--- src/hw/rtl/cssd_pkg.sv ---
package cssd_pkg;

    localparam int MAX_COLUMNS_DEF = 1024;
    localparam int MAX_ROWS        = 1024;

    localparam int CFG_W   = 11;
    localparam int CFG_IDX_W = 2;
    localparam int PIX_W   = 8;
    localparam int POS_W   = 10;
    localparam int SUM_W   = 11;
    localparam int FIFO_DEPTH = 3;

    localparam logic [CFG_IDX_W-1:0] REG_FRAME_COLUMNS  = 2'd0;
    localparam logic [CFG_IDX_W-1:0] REG_FRAME_ROWS     = 2'd1;
    localparam logic [CFG_IDX_W-1:0] REG_STAR_THRESHOLD = 2'd2;

    localparam logic [CFG_W-1:0] FRAME_COLUMNS_RST  = 11'd26;
    localparam logic [CFG_W-1:0] FRAME_ROWS_RST     = 11'd9;
    localparam logic [CFG_W-1:0] STAR_THRESHOLD_RST = 11'd30;

    localparam int MIN_SIZE = 3;

    typedef struct packed {
        logic             star_found;
        logic [POS_W-1:0] center_row;
        logic [POS_W-1:0] center_column;
        logic             frame_last;
    } result_t;

endpackage

--- src/hw/rtl/cssd_out_fifo.sv ---
module cssd_out_fifo (
    input  logic              aclk,
    input  logic              aresetn,
    input  logic              push,
    input  cssd_pkg::result_t push_data,
    input  logic              pop,
    output logic              not_empty,
    output logic [1:0]        occupancy,
    output cssd_pkg::result_t head_data
);

    cssd_pkg::result_t entry_reg [cssd_pkg::FIFO_DEPTH];
    logic [1:0] wr_ptr_reg, wr_ptr_next;
    logic [1:0] rd_ptr_reg, rd_ptr_next;
    logic [1:0] count_reg, count_next;

    function automatic logic [1:0] ptr_inc(input logic [1:0] p);
        logic [1:0] r;
        r = (p == 2'(cssd_pkg::FIFO_DEPTH - 1)) ? 2'd0 : p + 2'd1;
        return r;
    endfunction

    always_comb begin
        wr_ptr_next = push ? ptr_inc(wr_ptr_reg) : wr_ptr_reg;
        rd_ptr_next = pop ? ptr_inc(rd_ptr_reg) : rd_ptr_reg;
        count_next  = count_reg + {1'b0, push} - {1'b0, pop};
    end

    always_ff @(posedge aclk) begin
        if (!aresetn) begin
            wr_ptr_reg <= '0;
            rd_ptr_reg <= '0;
            count_reg  <= '0;
        end else begin
            wr_ptr_reg <= wr_ptr_next;
            rd_ptr_reg <= rd_ptr_next;
            count_reg  <= count_next;
        end
    end

    always_ff @(posedge aclk) begin
        if (push) begin
            entry_reg[wr_ptr_reg] <= push_data;
        end
    end

    assign not_empty = (count_reg != 2'd0);
    assign occupancy = count_reg;
    assign head_data = entry_reg[rd_ptr_reg];

endmodule

--- config.mk ---
export PLATFORM = sky130hd
export DESIGN_NAME = cssd_out_fifo
export DESIGN_NICKNAME = d
export VERILOG_FILES = /design/src/hw/rtl/cssd_pkg.sv /design/src/hw/rtl/cssd_out_fifo.sv
export SDC_FILE = /design/constraint.sdc
export NUM_CORES = 1
export LEC_CHECK = 0
export ABC_AREA = 1
export BUFFER_PORTS_ARGS = -buffer_cell sky130_fd_sc_hd__buf_2
export CORE_UTILIZATION = 30
export CTS_CLUSTER_SIZE = 25
export DETAILED_ROUTE_END_ITERATION = 8
export GPL_ROUTABILITY_DRIVEN = 0
export PLACE_DENSITY_LB_ADDON = 0.08
export SETUP_SLACK_MARGIN = 0.02
export SYNTH_ARGS = -nofsm -noshare
export SYNTH_HDL_FRONTEND = slang
export SYNTH_SLANG_ARGS = --single-unit
--- constraint.sdc ---
create_clock -name aclk -period 3.2 [get_ports aclk]
set_input_delay 0.64 -clock aclk [delete_from_list [all_inputs] [get_ports aclk]]
set_output_delay 0.64 -clock aclk [all_outputs]
set_load 0.005 [all_outputs]
==> results by group <==
Synthesis
  – Post-synth top area share: 71.5%
  – Seq/Total Area, Yosys: 77.3%
  – Yosys top cell by area: edfxtp_1
  – Mapped Nets: 234
  – Yosys cell types: 15
  – Synth area leaders: edfxtp_1 72%, a21oi_1 8.3%, dfxtp_1 5.8%
  – Synthesized area: 0.00277 sq mm
  – Syn Area/Cell: 13.5 sq um
  – Synthesized instance count: 206
  – Synth warn: 0
  – FF+latch count, synth: 74

Setup path
  – CP Class: reg2out
  – Arrival time at the worst endpoint: 1.64 ns
  – Worst setup SP type: flip-flop
  – CP endpoint kind: output pin
  – CP required: 2.56 ns
  – Crit-path max FO: 23
  – Worst R2R Start: wr_ptr_reg[0]

Cells and area
  – Final instance area: 0.00337 sq mm
  – Area delta synth->final: 21.7%
  – Layout cells sized above 1: 28.0%
  – Most frequent cells in the layout: 66 x edfxtp_1, 50 x buf_2, 46 x a21oi_1
  – Final Util: 38.1%
  – Final net count: 291
  – Largest register FFs: 66
  – Ant. Diodes: 0
  – Commonest non-fill, non-tap cell in the layout: edfxtp_1

Power and ir drop
  – Power share of the clock group: 39.8%
  – PD cells: 666 mW/mm^2
  – Leak: 0.00131 uW
  – Psw: 491 uW
  – Power, Total: 2250 uW
  – Combinational power share: 10.5%
  – Register share of total power: 49.7%
  – Internal: 1750 uW
  – VDD IR max: 0.000274 V
  – Fraction of power spent switching nets: 21.9%

GRT
  – GRT Util Overall: 12.2%
  – Pin count of the biggest net entering global routing: 24
  – First-pass GRT wire length: 8530 microns
  – Vias in the first global route: 1653
  – Grt total ovfl: 0
  – Antenna violations before repair: 0

Clocking
  – CTS clk-pin slew, worst paths: 0.07 ns
  – Clk sinks: 74
  – CTS tree: built
  – CTS max path bufs: 2
  – Hold Buf Count CTS: 0
  – Resized cells post-CTS: 0
  – Clk_lat worst skew: 0.35 ns
  – CTS Buf Count: 9
  – Root buffer cell: clkbuf_8
  – CTS HTree Levels: 3
  – # Post-CTS Setup Buffers: 0

Floorplanning
  – Cell row count: 34
  – Die area: 0.00963 sq mm
  – Chip width: 98.1 microns
  – Die height: 98.1 microns
  – Top-level I/O count: 51
  – Core area: 0.00885 sq mm
  – Initial Utilization: 31.3%

Routing
  – Final wirelength: 5340 microns
  – Routed Antenna Nets: 0
  – Vias/cell: 4.35
  – Drt drc: 2
  – Drt pass-1 iters: 8
  – Iteration-0 DRC Markers: 64
  – Via count: 1634
  – Post-detailed-route wirelength per cell: 14.2 microns

Worst hold path
  – Classification of the worst-slack hold path: reg2reg
  – Hold Startpoint: wr_ptr_reg[1]

Placement
  – Placed Area: 0.00312 sq mm
  – Hpwl dp: 3460 microns
  – IO buf count: 50

Run
  – MaxCap Viol Count: 0

Run status
  – Status: finished, violations left
  – Violated checks: DRC

STA
  – Hold_ws: 0.480 ns
  – Slew Viols, Final: 0
  – Period utilisation layout: 71.4%
  – Worst-Margin Slew: 0.926 ns
  – Clock Skew: 0.00461 ns
  – Unrepaired setup endpoints after global routing: no
  – Final Hold Fails: 0
  – Total Neg Setup Slack: 0 ns
  – Tmin final: 2.28 ns
  – Endpoints failing setup: 0
  – Fmax: 0.438 GHz
  – Slew HR: 38.2%
## synthesized netlist by cell type, drive strengths merged
master  instances
a21oi          48
edfxtp         66
xnor2           1
nand3           2
nand2          32
buf             8
dfxtp           8
nor2           26
inv            12
ha              2
nor3            1
## power groups by stage
stage / combinational, uW / sequential (uW) / clock [uW]
3_5_place_dp: 245 / 1140 / 0
2_1_floorplan: 138 / 1140 / 0
5_1_grt: 271 / 1120 / 953
3_3_place_gp: 244 / 1140 / 0
6_report: 236 / 1110 / 894
4_1_cts: 246 / 1120 / 915
## layer usage
metal | track usage, % | up-vias | wire length (microns)
li1 | - | 838 | -
met1 | 14.1 | 753 | 2360
met2 | 19.5 | 36 | 2550
met3 | 5.65 | 7 | 341
met4 | 4.90 | 0 | 85
met5 | 0 | - | 0
## worst paths after layout
check                                       end  slack (ns)  depth (start not counted)
worst min-delay path              wr_ptr_reg[1]        0.48                          2
worst min register to register    wr_ptr_reg[1]        0.48                          2
worst max register to register  entry_reg[0][4]        1.64                          3
worst max-delay path              head_data[11]        0.92                          5
## cells by family (layout without fill, tap and decap cells)
logic type               after synthesis  count (layout)  synth area share, %
adder cells (fa/ha/maj)                2               2                0.903
AO/OA/AOI/OAI                         48              48                 8.94
flip-flops                            74              74                 77.3
buffers and inverters                 20              82                 4.15
XOR/XNOR                               1               1                0.316
AND/OR/NAND/NOR                       61              61                 8.40
## critical path: stages (launching register included)
cell and delay [ns]:
dfxtp_1 0.30, buf_4 0.21, inv_2 0.34, nand2_1 0.09
a21oi_1 0.19, buf_2 0.16
## per-stage QoR
step,std cells,worst slack (ns)
after global placement,360,1.26
after global routing,376,0.787
after CTS,376,0.882
final,376,0.917
after detailed placement,360,1.25
after floorplan,206,0.553
## layout make-up
type                            count  area [sq um]
Clock buffer                       11           151
Clock inverter                      5           100
Fill cell                         873          5480
Inverter                           12          45.0
Multi-Input combinational cell    112           519
Sequential cell                    74          2140
Tap cell                          108           135
Timing Repair Buffer               54           280
Note: power is estimated with default switching activity, not from simulation.
